$ cat config.mk
export PLATFORM = sky130hd
export DESIGN_NAME = qoi_stream_decoder_top
export DESIGN_NICKNAME = d
export VERILOG_FILES = /design/src/rtl/qoisd_pkg.sv /design/src/rtl/qoisd_ctrl.sv /design/src/rtl/qoisd_datapath.sv /design/src/rtl/qoi_stream_decoder_top.sv
export SDC_FILE = /design/constraint.sdc
export NUM_CORES = 2
export LEC_CHECK = 0
export ABC_CLOCK_PERIOD_IN_PS = 15200
export BUFFER_PORTS_ARGS = -buffer_cell sky130_fd_sc_hd__clkbuf_2
export CAP_MARGIN = 20
export CORE_MARGIN = 8
export CORE_UTILIZATION = 45
export DETAILED_ROUTE_END_ITERATION = 6
export PLACE_DENSITY = 0.6
export SYNTH_ARGS = -nofsm -noshare
export SYNTH_HDL_FRONTEND = slang
export SYNTH_SLANG_ARGS = --single-unit
$ cat constraint.sdc
create_clock -name clk -period 15.2 [get_ports clk]
set_input_delay 0.76 -clock clk [delete_from_list [all_inputs] [get_ports clk]]
set_output_delay 0.76 -clock clk [all_outputs]
set_load 0.02 [all_outputs]
$ cat src/rtl/qoisd_pkg.sv
// qoisd_pkg: shared types, codes and helpers for the qoi stream decoder
// used by qoisd_ctrl, qoisd_datapath and qoi_stream_decoder_top
`default_nettype none
package qoisd_pkg;

  localparam logic [31:0] MAX_SIDE = 32'd65535;
  localparam logic [31:0] QOI_MAGIC = 32'h716f6966;

  // result kinds
  localparam logic [2:0] KIND_HEADER   = 3'd0;
  localparam logic [2:0] KIND_PIXEL    = 3'd1;
  localparam logic [2:0] KIND_COMPLETE = 3'd2;
  localparam logic [2:0] KIND_PARTIAL  = 3'd3;
  localparam logic [2:0] KIND_ERROR    = 3'd4;

  // error codes
  localparam logic [2:0] ERR_NONE       = 3'd0;
  localparam logic [2:0] ERR_MAGIC      = 3'd1;
  localparam logic [2:0] ERR_TOO_LARGE  = 3'd2;
  localparam logic [2:0] ERR_ZERO_SIZE  = 3'd3;
  localparam logic [2:0] ERR_CHANNELS   = 3'd4;
  localparam logic [2:0] ERR_COLORSPACE = 3'd5;
  localparam logic [2:0] ERR_TRUNCATED  = 3'd6;

  // chunk opcodes and tag values
  localparam logic [7:0] OP_RGB    = 8'hfe;
  localparam logic [7:0] OP_RGBA   = 8'hff;
  localparam logic [1:0] TAG_INDEX = 2'b00;
  localparam logic [1:0] TAG_DIFF  = 2'b01;
  localparam logic [1:0] TAG_LUMA  = 2'b10;
  localparam logic [1:0] TAG_RUN   = 2'b11;

  // header byte positions with a check
  localparam logic [3:0] HPOS_MAGIC  = 4'd3;
  localparam logic [3:0] HPOS_WIDTH  = 4'd7;
  localparam logic [3:0] HPOS_HEIGHT = 4'd11;
  localparam logic [3:0] HPOS_CHAN   = 4'd12;
  localparam logic [3:0] HPOS_CSPACE = 4'd13;

  typedef enum logic [2:0] {
    PH_HEADER,
    PH_DECODE,
    PH_FULL,
    PH_ERROR,
    PH_DONE
  } phase_t;

  // what the current item needs after its first step
  typedef enum logic [1:0] {
    PLAN_NONE,
    PLAN_RES,
    PLAN_IDX,
    PLAN_PIX
  } plan_t;

  typedef struct packed {
    logic       action;
    logic [7:0] data_byte;
  } in_item_t;

  typedef struct packed {
    logic [2:0]  kind;
    logic [7:0]  red;
    logic [7:0]  green;
    logic [7:0]  blue;
    logic [7:0]  alpha;
    logic [15:0] image_width;
    logic [15:0] image_height;
    logic [2:0]  channel_count;
    logic        color_space;
    logic [31:0] progress;
    logic [2:0]  error_code;
    logic        last;
  } out_item_t;

  typedef struct packed {
    logic capture;
    logic exec;
    logic take_rd;
    logic wr_hash;
    logic load_res;
    logic load_pix;
  } qoisd_cmd_t;

  typedef struct packed {
    plan_t plan;
    logic  out_free;
    logic  pix_last;
  } qoisd_stat_t;

  // index slot of a pixel packed as r g b a
  function automatic logic [5:0] qoisd_hash(input logic [31:0] p);
    logic [5:0] r;
    logic [5:0] g;
    logic [5:0] b;
    logic [5:0] a;
    r = p[29:24];
    g = p[21:16];
    b = p[13:8];
    a = p[5:0];
    return r * 6'd3 + g * 6'd5 + b * 6'd7 + a * 6'd11;
  endfunction

endpackage
`default_nettype wire

$ cat src/rtl/qoisd_ctrl.sv
// qoisd_ctrl: sequencer for the qoi stream decoder
// depends on qoisd_pkg; drives commands into qoisd_datapath
`default_nettype none
module qoisd_ctrl import qoisd_pkg::*; (
  input  wire logic        clk,
  input  wire logic        rst,
  input  wire logic        in_valid,
  output logic             in_stall,
  input  wire qoisd_stat_t stat,
  output qoisd_cmd_t       cmd
);

  typedef enum logic [2:0] {
    S_IDLE,
    S_EXEC,
    S_EMIT,
    S_READ,
    S_HASH,
    S_PIX
  } state_t;

  state_t state;
  state_t state_next;

  assign in_stall = (state != S_IDLE);

  // command decode and next state
  always_comb begin
    cmd = '0;
    state_next = state;
    unique case (state)
      S_IDLE: begin
        if (in_valid) begin
          cmd.capture = 1'b1;
          state_next = S_EXEC;
        end
      end
      S_EXEC: begin
        cmd.exec = 1'b1;
        unique case (stat.plan)
          PLAN_NONE: state_next = S_IDLE;
          PLAN_RES:  state_next = S_EMIT;
          PLAN_IDX:  state_next = S_READ;
          PLAN_PIX:  state_next = S_HASH;
          default:   state_next = S_IDLE;
        endcase
      end
      S_EMIT: begin
        if (stat.out_free) begin
          cmd.load_res = 1'b1;
          state_next = S_IDLE;
        end
      end
      S_READ: begin
        cmd.take_rd = 1'b1;
        state_next = S_HASH;
      end
      S_HASH: begin
        cmd.wr_hash = 1'b1;
        state_next = S_PIX;
      end
      S_PIX: begin
        if (stat.out_free) begin
          cmd.load_pix = 1'b1;
          if (stat.pix_last) begin
            state_next = S_IDLE;
          end
        end
      end
      default: state_next = S_IDLE;
    endcase
  end

  always_ff @(posedge clk) begin
    if (rst) begin
      state <= S_IDLE;
    end else begin
      state <= state_next;
    end
  end

  // pixel and status loads only happen with room in the output register
  a_load_free: assert property (@(posedge clk) disable iff (rst)
    (cmd.load_res || cmd.load_pix) |-> stat.out_free)
    else $error("output loaded while occupied");

  // an item is taken only while idle, and the next cycle runs its step
  a_capture_exec: assert property (@(posedge clk) disable iff (rst)
    cmd.capture |=> cmd.exec)
    else $error("captured item not executed");

  // an index chunk goes through a read before the hash write
  a_read_then_hash: assert property (@(posedge clk) disable iff (rst)
    cmd.take_rd |=> cmd.wr_hash)
    else $error("index read not followed by hash write");

endmodule
`default_nettype wire

$ cat src/rtl/qoisd_datapath.sv
// qoisd_datapath: header parser, chunk decoder, color index and output register
// depends on qoisd_pkg; controlled by qoisd_ctrl
`default_nettype none
module qoisd_datapath import qoisd_pkg::*; (
  input  wire logic       clk,
  input  wire logic       rst,
  input  wire in_item_t   in_item,
  input  wire logic       cfg_valid,
  input  wire logic       cfg_data,
  input  wire qoisd_cmd_t cmd,
  output qoisd_stat_t     stat,
  output logic            out_valid,
  input  wire logic       out_stall,
  output out_item_t       out_item
);

  // item held for its step
  logic        act_q;
  logic [7:0]  byte_q;

  // decoder state
  logic        partial_en;
  phase_t      phase;
  logic [3:0]  hdr_pos;
  logic [31:0] hdr_word;
  logic [15:0] img_w;
  logic [15:0] img_h;
  logic [2:0]  chans;
  logic        cspace;
  logic [31:0] pixel;
  logic [31:0] pixels_done;
  logic [31:0] total;
  logic [7:0]  opcode;
  logic [2:0]  pending;
  logic [23:0] partial;
  logic [2:0]  err;
  logic [5:0]  run_cnt;
  out_item_t   res_hold;

  // color index memory with per-entry valid bits
  logic [31:0] idx_mem [64];
  logic [63:0] idx_vld;
  logic [31:0] rd_data;
  logic        rd_vld;

  // step results
  phase_t      phase_next;
  logic [3:0]  hdr_pos_next;
  logic [31:0] hdr_word_next;
  logic [15:0] img_w_next;
  logic [15:0] img_h_next;
  logic [2:0]  chans_next;
  logic        cspace_next;
  logic [31:0] pixel_next;
  logic [7:0]  opcode_next;
  logic [2:0]  pending_next;
  logic [23:0] partial_next;
  logic [2:0]  err_next;
  logic [5:0]  run_cnt_next;
  out_item_t   res_next;
  out_item_t   pix_res;
  plan_t       plan;

  logic [7:0]  pr;
  logic [7:0]  pg;
  logic [7:0]  pb;
  logic [7:0]  pa;
  logic [7:0]  dg;
  logic [7:0]  dr;
  logic [7:0]  db;
  logic [2:0]  pend_dec;
  logic [23:0] part_shift;
  logic        out_free;
  logic [31:0] done_inc;
  logic        pix_last;
  logic [5:0]  hash_slot;

  assign pr = pixel[31:24];
  assign pg = pixel[23:16];
  assign pb = pixel[15:8];
  assign pa = pixel[7:0];
  assign dg = {2'b00, opcode[5:0]} + 8'd224;
  assign dr = dg + {4'b0000, byte_q[7:4]} + 8'd248;
  assign db = dg + {4'b0000, byte_q[3:0]} + 8'd248;
  assign pend_dec = pending - 3'd1;
  assign part_shift = ((opcode == OP_RGBA) && (pending == 3'd1)) ? partial
                      : {partial[15:0], byte_q};

  assign out_free = !out_valid || !out_stall;
  assign done_inc = pixels_done + 32'd1;
  assign pix_last = (run_cnt == 6'd1) || (done_inc >= total);
  assign hash_slot = qoisd_hash(pixel);

  assign stat.plan = plan;
  assign stat.out_free = out_free;
  assign stat.pix_last = pix_last;

  // pixel item for the running pixel
  always_comb begin
    pix_res = '0;
    pix_res.kind = KIND_PIXEL;
    pix_res.red = pr;
    pix_res.green = pg;
    pix_res.blue = pb;
    pix_res.alpha = pa;
    pix_res.progress = pixels_done;
    pix_res.last = pix_last;
  end

  // one step of the decoder for the held item
  always_comb begin
    phase_next = phase;
    hdr_pos_next = hdr_pos;
    hdr_word_next = hdr_word;
    img_w_next = img_w;
    img_h_next = img_h;
    chans_next = chans;
    cspace_next = cspace;
    pixel_next = pixel;
    opcode_next = opcode;
    pending_next = pending;
    partial_next = partial;
    err_next = err;
    run_cnt_next = run_cnt;
    res_next = '0;
    res_next.progress = pixels_done;
    res_next.last = 1'b1;
    plan = PLAN_NONE;
    if (act_q) begin
      // end of stream
      phase_next = PH_DONE;
      plan = PLAN_RES;
      res_next.kind = KIND_ERROR;
      unique case (phase)
        PH_HEADER: res_next.error_code = ERR_TRUNCATED;
        PH_DECODE: begin
          if (pending == 3'd0 && partial_en) begin
            res_next.kind = KIND_PARTIAL;
          end else begin
            res_next.error_code = ERR_TRUNCATED;
          end
        end
        PH_FULL:  res_next.kind = KIND_COMPLETE;
        PH_ERROR: res_next.error_code = err;
        default: begin
          phase_next = phase;
          plan = PLAN_NONE;
        end
      endcase
    end else if (phase == PH_HEADER) begin
      hdr_word_next = {hdr_word[23:0], byte_q};
      hdr_pos_next = hdr_pos + 4'd1;
      res_next.kind = KIND_ERROR;
      case (hdr_pos)
        HPOS_MAGIC: begin
          if (hdr_word_next != QOI_MAGIC) begin
            res_next.error_code = ERR_MAGIC;
          end
        end
        HPOS_WIDTH: begin
          if (hdr_word_next > MAX_SIDE) begin
            res_next.error_code = ERR_TOO_LARGE;
          end else begin
            img_w_next = hdr_word_next[15:0];
          end
        end
        HPOS_HEIGHT: begin
          if (hdr_word_next > MAX_SIDE) begin
            res_next.error_code = ERR_TOO_LARGE;
          end else begin
            img_h_next = hdr_word_next[15:0];
            if (img_w == 16'd0 || hdr_word_next[15:0] == 16'd0) begin
              res_next.error_code = ERR_ZERO_SIZE;
            end
          end
        end
        HPOS_CHAN: begin
          if (byte_q != 8'd3 && byte_q != 8'd4) begin
            res_next.error_code = ERR_CHANNELS;
          end else begin
            chans_next = byte_q[2:0];
          end
        end
        HPOS_CSPACE: begin
          if (byte_q > 8'd1) begin
            res_next.error_code = ERR_COLORSPACE;
          end else begin
            cspace_next = byte_q[0];
            phase_next = PH_DECODE;
            plan = PLAN_RES;
            res_next.kind = KIND_HEADER;
            res_next.progress = '0;
            res_next.image_width = img_w;
            res_next.image_height = img_h;
            res_next.channel_count = chans;
            res_next.color_space = byte_q[0];
          end
        end
        default: ;
      endcase
      if (res_next.error_code != ERR_NONE) begin
        err_next = res_next.error_code;
        phase_next = PH_ERROR;
        plan = PLAN_RES;
      end
    end else if (phase == PH_DECODE) begin
      run_cnt_next = 6'd1;
      if (pending != 3'd0) begin
        // operand byte of a multi-byte chunk
        partial_next = part_shift;
        pending_next = pend_dec;
        if (pend_dec == 3'd0) begin
          plan = PLAN_PIX;
          if (opcode == OP_RGB) begin
            pixel_next = {part_shift, pa};
          end else if (opcode == OP_RGBA) begin
            pixel_next = {part_shift, byte_q};
          end else begin
            pixel_next = {pr + dr, pg + dg, pb + db, pa};
          end
        end
      end else begin
        // opcode byte
        opcode_next = byte_q;
        partial_next = '0;
        if (byte_q == OP_RGB) begin
          pending_next = 3'd3;
        end else if (byte_q == OP_RGBA) begin
          pending_next = 3'd4;
        end else begin
          unique case (byte_q[7:6])
            TAG_INDEX: plan = PLAN_IDX;
            TAG_DIFF: begin
              plan = PLAN_PIX;
              pixel_next = {pr + {6'd0, byte_q[5:4]} + 8'd254,
                            pg + {6'd0, byte_q[3:2]} + 8'd254,
                            pb + {6'd0, byte_q[1:0]} + 8'd254, pa};
            end
            TAG_LUMA: pending_next = 3'd1;
            TAG_RUN: begin
              plan = PLAN_PIX;
              run_cnt_next = byte_q[5:0] + 6'd1;
            end
            default: ;
          endcase
        end
      end
    end
  end

  // decoder state registers
  always_ff @(posedge clk) begin
    if (rst) begin
      partial_en <= 1'b0;
      phase <= PH_HEADER;
      hdr_pos <= '0;
      hdr_word <= '0;
      img_w <= '0;
      img_h <= '0;
      chans <= '0;
      cspace <= 1'b0;
      pixel <= 32'h000000ff;
      pixels_done <= '0;
      total <= '0;
      opcode <= '0;
      pending <= '0;
      partial <= '0;
      err <= '0;
      run_cnt <= '0;
      idx_vld <= '0;
      out_valid <= 1'b0;
    end else begin
      if (cfg_valid) begin
        partial_en <= cfg_data;
      end
      total <= 32'(img_w) * 32'(img_h);
      if (cmd.exec) begin
        phase <= phase_next;
        hdr_pos <= hdr_pos_next;
        hdr_word <= hdr_word_next;
        img_w <= img_w_next;
        img_h <= img_h_next;
        chans <= chans_next;
        cspace <= cspace_next;
        pixel <= pixel_next;
        opcode <= opcode_next;
        pending <= pending_next;
        partial <= partial_next;
        err <= err_next;
        run_cnt <= run_cnt_next;
      end
      if (cmd.take_rd) begin
        pixel <= rd_vld ? rd_data : 32'd0;
      end
      if (cmd.wr_hash) begin
        idx_vld[hash_slot] <= 1'b1;
      end
      if (cmd.load_pix) begin
        pixels_done <= done_inc;
        run_cnt <= run_cnt - 6'd1;
        if (done_inc >= total) begin
          phase <= PH_FULL;
        end
      end
      // output register
      if (cmd.load_res || cmd.load_pix) begin
        out_valid <= 1'b1;
      end else if (!out_stall) begin
        out_valid <= 1'b0;
      end
    end
  end

  // item capture, held result and output payload
  always_ff @(posedge clk) begin
    if (cmd.capture) begin
      act_q <= in_item.action;
      byte_q <= in_item.data_byte;
    end
    if (cmd.exec) begin
      res_hold <= res_next;
    end
    if (cmd.load_res) begin
      out_item <= res_hold;
    end else if (cmd.load_pix) begin
      out_item <= pix_res;
    end
  end

  // color index: read at the chunk's slot, write at the running pixel's hash
  always_ff @(posedge clk) begin
    rd_data <= idx_mem[byte_q[5:0]];
    rd_vld <= idx_vld[byte_q[5:0]];
    if (cmd.wr_hash) begin
      idx_mem[hash_slot] <= pixel;
    end
  end

  // while decoding the image is never already full
  a_not_full: assert property (@(posedge clk) disable iff (rst)
    (phase == PH_DECODE && !cmd.load_pix) |-> (pixels_done < total))
    else $error("decode phase with image full");

  // at most four operand bytes are ever outstanding
  a_pending: assert property (@(posedge clk) disable iff (rst)
    pending <= 3'd4)
    else $error("bad pending count");

  // pixel emission stops once the image is full
  a_stop_full: assert property (@(posedge clk) disable iff (rst)
    (cmd.load_pix && done_inc >= total) |=> (phase == PH_FULL))
    else $error("phase not full after last pixel");

endmodule
`default_nettype wire

$ cat src/rtl/qoi_stream_decoder_top.sv
// qoi_stream_decoder_top: qoi image stream decoder, top level
// instantiates qoisd_ctrl and qoisd_datapath; types from qoisd_pkg
//
// usage:
//   in channel (in_valid/in_stall, in_item): one file byte per item, or an
//   end-of-stream item (action set). out channel (out_valid/out_stall,
//   out_item): header, pixel, complete, partial and error items, with last
//   set on the final item caused by an input item.
//   cfg channel (cfg_valid/cfg_ready, cfg_data): partial-finish enable;
//   always ready.
// steps:
//   an item is captured, then stepped; a header, status or error item adds
//   an output load; a diff, luma, rgb or rgba chunk adds an index write and
//   an output load; an index chunk adds a registered index read before those;
//   a run of n pixels adds the index write and an output load per pixel. one
//   output item at most per cycle, set by the single output register.
// reset: synchronous, clears the running pixel to opaque black, the color
//   index valid bits and the output valid flag.
// stall: an output item waits in the output register; input items that give
//   no item are still accepted, and the first that does waits until it drains.
`default_nettype none
module qoi_stream_decoder_top import qoisd_pkg::*; (
  input  wire logic     clk,
  input  wire logic     rst,
  input  wire logic     in_valid,
  output logic          in_stall,
  input  wire in_item_t in_item,
  output logic          out_valid,
  input  wire logic     out_stall,
  output out_item_t     out_item,
  input  wire logic     cfg_valid,
  output logic          cfg_ready,
  input  wire logic     cfg_data
);

  qoisd_cmd_t  cmd;
  qoisd_stat_t stat;

  assign cfg_ready = 1'b1;

  qoisd_ctrl u_ctrl (
    .clk      (clk),
    .rst      (rst),
    .in_valid (in_valid),
    .in_stall (in_stall),
    .stat     (stat),
    .cmd      (cmd)
  );

  qoisd_datapath u_dp (
    .clk       (clk),
    .rst       (rst),
    .in_item   (in_item),
    .cfg_valid (cfg_valid),
    .cfg_data  (cfg_data),
    .cmd       (cmd),
    .stat      (stat),
    .out_valid (out_valid),
    .out_stall (out_stall),
    .out_item  (out_item)
  );

endmodule
`default_nettype wire

==> results.ini <==
[yosys]
synth_mux_area_share_pct = 14.7
synth-seq-cells = 2546
synth_compound_area_share_pct = 2.82
yosys.area_share.simple_pct = 4.88
syn_avg_cell_area_um2 = 17.5
syn-num-nets = 6756
synthArstFlopShare_pct = 0
yosysWarnings = 0
synth-edff-count = 2238
yosysUniqueCellTypes = 78
synth_cells = 6279
ys_seq_area_share_pct = 66.9
synthAdderAreaFrac_pct = 6.85
synth_top_family_by_area = multiplexers
synth_xor_area_share_pct = 1.13
synthFlopType = edfxtp_1
netlist_area_mm2 = 0.110

[sta]
finalMaxSlewViolations = 0
fin_hold_ws_ps = 70.9
finalCritPeriodShare_pct = 46.9
rsz0062_at_grt = no
tightest_slew_ps = 1150
hold_viol = 0
finClkSkew_ps = 51.2
layout_min_cycle_time_ps = 7120
setup_tns_ps = 0
setup_viol = 0
relSlewSlack_pct = 23.1
max_clock_freq_mhz = 140

[power]
clockPowerShare_pct = 43.0
ir_drop_v = 0.000131
intPower_mw = 11.5
power.density_mw_per_mm2 = 119
p_leak_nw = 42.0
p_switching_mw = 3.20
seqPwrFrac_pct = 51.4
p_sw_share_pct = 21.7
combPwrFrac_pct = 5.6

[clock_network]
max-clock-path-buffers = 4
post_cts_buffers = 0
clk_latency_ps = 920
cts_root_buffer = clkbuf_16
clk_pin_slew_worst_paths_ps = 60
clkSinkCount = 2546
cts.repair.resized = 0
cts_buffers = 277
cts_tree = done
htreeDepth = 5
ctsHoldBuffers = 1

[min_path]
hold_depth = 1
hold_class = primary input to register

[floorplanning]
fp.coreArea_mm2 = 0.243
die-area_mm2 = 0.260
start_util_pct = 45.2
die_w_um = 510
die-height_um = 510
rows = 181
boundaryPins = 125

[outcome]
violations = DRC
status = finished, violations left

[route]
wl_met3_um = 19400
top_layer_used = met4
ant_nets = 0
drc_errors = 4
wirelength_um = 290000
drt-initial-drc-count = 5565
first_pass_iters = 7
dr_wl_met2_um = 145000
wl_per_cell_um = 29.3
vias = 57800
met1_length_um = 116000
viasPerCell = 5.84

[worst_setup_path]
path_depth = 18
cp-startpoint = u_dp.pixel[11]
crit_required_ps = 15730
cp.arrival_ps = 7650
cp-end-kind = register
r2r_cells = 18
path_buf_inv = 6
cpPeakStageDelay_ps = 800
worstPathMaxFanout = 68
worstSetupStartpointType = register
r2r_end = u_dp.idx_mem[12][25]
path_class = register to register
r2r-start = u_dp.pixel[11]
reg2reg_slack_ps = 8080
path_cells = buf_4 > inv_1 > fa_1 > inv_1 > fa_1 > inv_1 > fa_1 > fa_1 > fa_1 > inv_1 > ha_1 > a21oi_1 > xnor2_1 > xnor2_1 > xnor2_1 > nand3_1 > buf_16 > nor2_4
critPathTopFamily = adder cells
cp_common_cell = fa_1
cp_slowest_cell = nor2_4
worstSetupEndpoint = u_dp.idx_mem[12][25]

[finish]
multiInputGateArea_mm2 = 0.0338
mostFrequentLayoutCell = edfxtp_1
layout-drive-gt1-share_pct = 22.3
fin_nets = 6981
final_cell_mix = edfxtp_1, mux4_2, inv_1
syn_to_final_growth_pct = 12.5
seq_area_mm2 = 0.0734
fill_cells = 19700

[place]
gp_congestion = 0.851
io_buffer_count = 123
hpwl_um = 182000

[global_route]
grt_pass1_vias = 57800
track_usage_pct = 22.1
globalRouteOverflowTotal = 0
grt_pass1_wl_um = 418000
antenna_found_initial = 12
grt_max_degree = 123

[run]
maxCapViolations = 0

[kinds of logic after synthesis]
logic type	after synthesis
AO/OA/AOI/OAI	486
XOR/XNOR	141
adder cells (fa/ha/maj)	462
buffers and inverters	779
flip-flops	2546
multiplexers	741
other	1
AND/OR/NAND/NOR	1123
[power by group through the flow]
stage / clock network (mW) / registers (mW) / logic [mW]
2_1_floorplan: 0 / 7.72 / 0.483
3_3_place_gp: 0 / 7.72 / 0.814
3_5_place_dp: 0 / 7.72 / 0.832
4_1_cts: 6.45 / 7.57 / 0.835
5_1_grt: 6.71 / 7.57 / 0.866
6_report: 6.34 / 7.57 / 0.827
[per-layer routing]
metal / GRT usage (%) / vias up
met5: 0 / -
li1: - / 24500
met1: 29.8 / 30700
met4: 7.26 / 0
met2: 37.2 / 2197
met3: 3.51 / 466
[worst reg2reg max path: cells and delay by family, from the launching register on]
| kind | cells | cell delay (ps) |
|---|---|---|
| simple gates | 2 | 1320 |
| fa+ha+maj | 6 | 2890 |
| compound gates | 1 | 180 |
| buf+inv | 6 | 1300 |
| flops | 1 | 310 |
| xor+xnor | 3 | 720 |
[synthesized netlist by cell type, drive strengths merged, types with 70 or more instances]
cell type	instances	share of area, %
edfxtp	2238	61
mux4	693	14
inv	433	1.5
nand2	419	1.4
dfxtp	308	5.6
nor2	262	0.90
clkbuf	251	0.86
fa	231	4.2
ha	231	2.6
and2	210	1.2
a21oi	151	0.69
buf	95	0.43
xnor2	86	0.69
o21ai	70	0.32
[metrics by stage]
stage	area, um^2	util (%)	power (mW)	setup WS, ps	std cells
finish	123000	50.8	14.7	8080	9905
global route	123000	50.8	15.1	7760	9902
CTS	123000	50.8	14.9	8060	9901
detailed placement	115000	47.4	8.56	8100	9425
global placement	115000	47.3	8.54	7670	9412
floorplan	110000	-	8.21	7720	6279
[worst min path at each step]
stage	startpoint	to	slack, ps
floorplan	u_dp.hdr_word[19]	u_dp.hdr_word[19]	430
finish	in_item[7]	u_dp.byte_q[7]	70
detailed placement	u_dp.hdr_word[19]	u_dp.hdr_word[19]	440
CTS	in_item[7]	u_dp.byte_q[7]	2
global placement	u_dp.hdr_word[19]	u_dp.hdr_word[19]	440
global route	in_item[7]	u_dp.byte_q[7]	30
[registers in the layout, summed over array words and instances (netlist names), 4 cells and up]
| name | cells |
|---|---|
| u_dp.hdr_pos | 4 |
| u_dp.idx_mem | 2048 |
| u_dp.partial | 24 |
| u_dp.total | 32 |
| u_dp.rd_data | 32 |
| u_dp.img_h | 16 |
| u_dp.img_w | 16 |
| u_dp.run_cnt | 6 |
| u_dp.idx_vld | 64 |
| u_dp.out_item | 107 |
| u_dp.opcode | 8 |
| u_dp.hdr_word | 24 |
| u_dp.pixels_done | 32 |
| u_dp.byte_q | 8 |
| u_dp.res_hold | 74 |
| u_dp.pixel | 32 |
[area by class of cell]
class / instances / share of cell area [%]
multi-input combinational: 2954 / 27.4
tap: 3202 / 3.25
clock inverter: 121 / 0.784
inverter: 433 / 1.32
clock buffer: 354 / 6.02
timing repair buffer: 292 / 1.72
sequential: 2546 / 59.5
antenna: 3 / 0.00608
No activity file was read; power rests on OpenSTA's default activity.
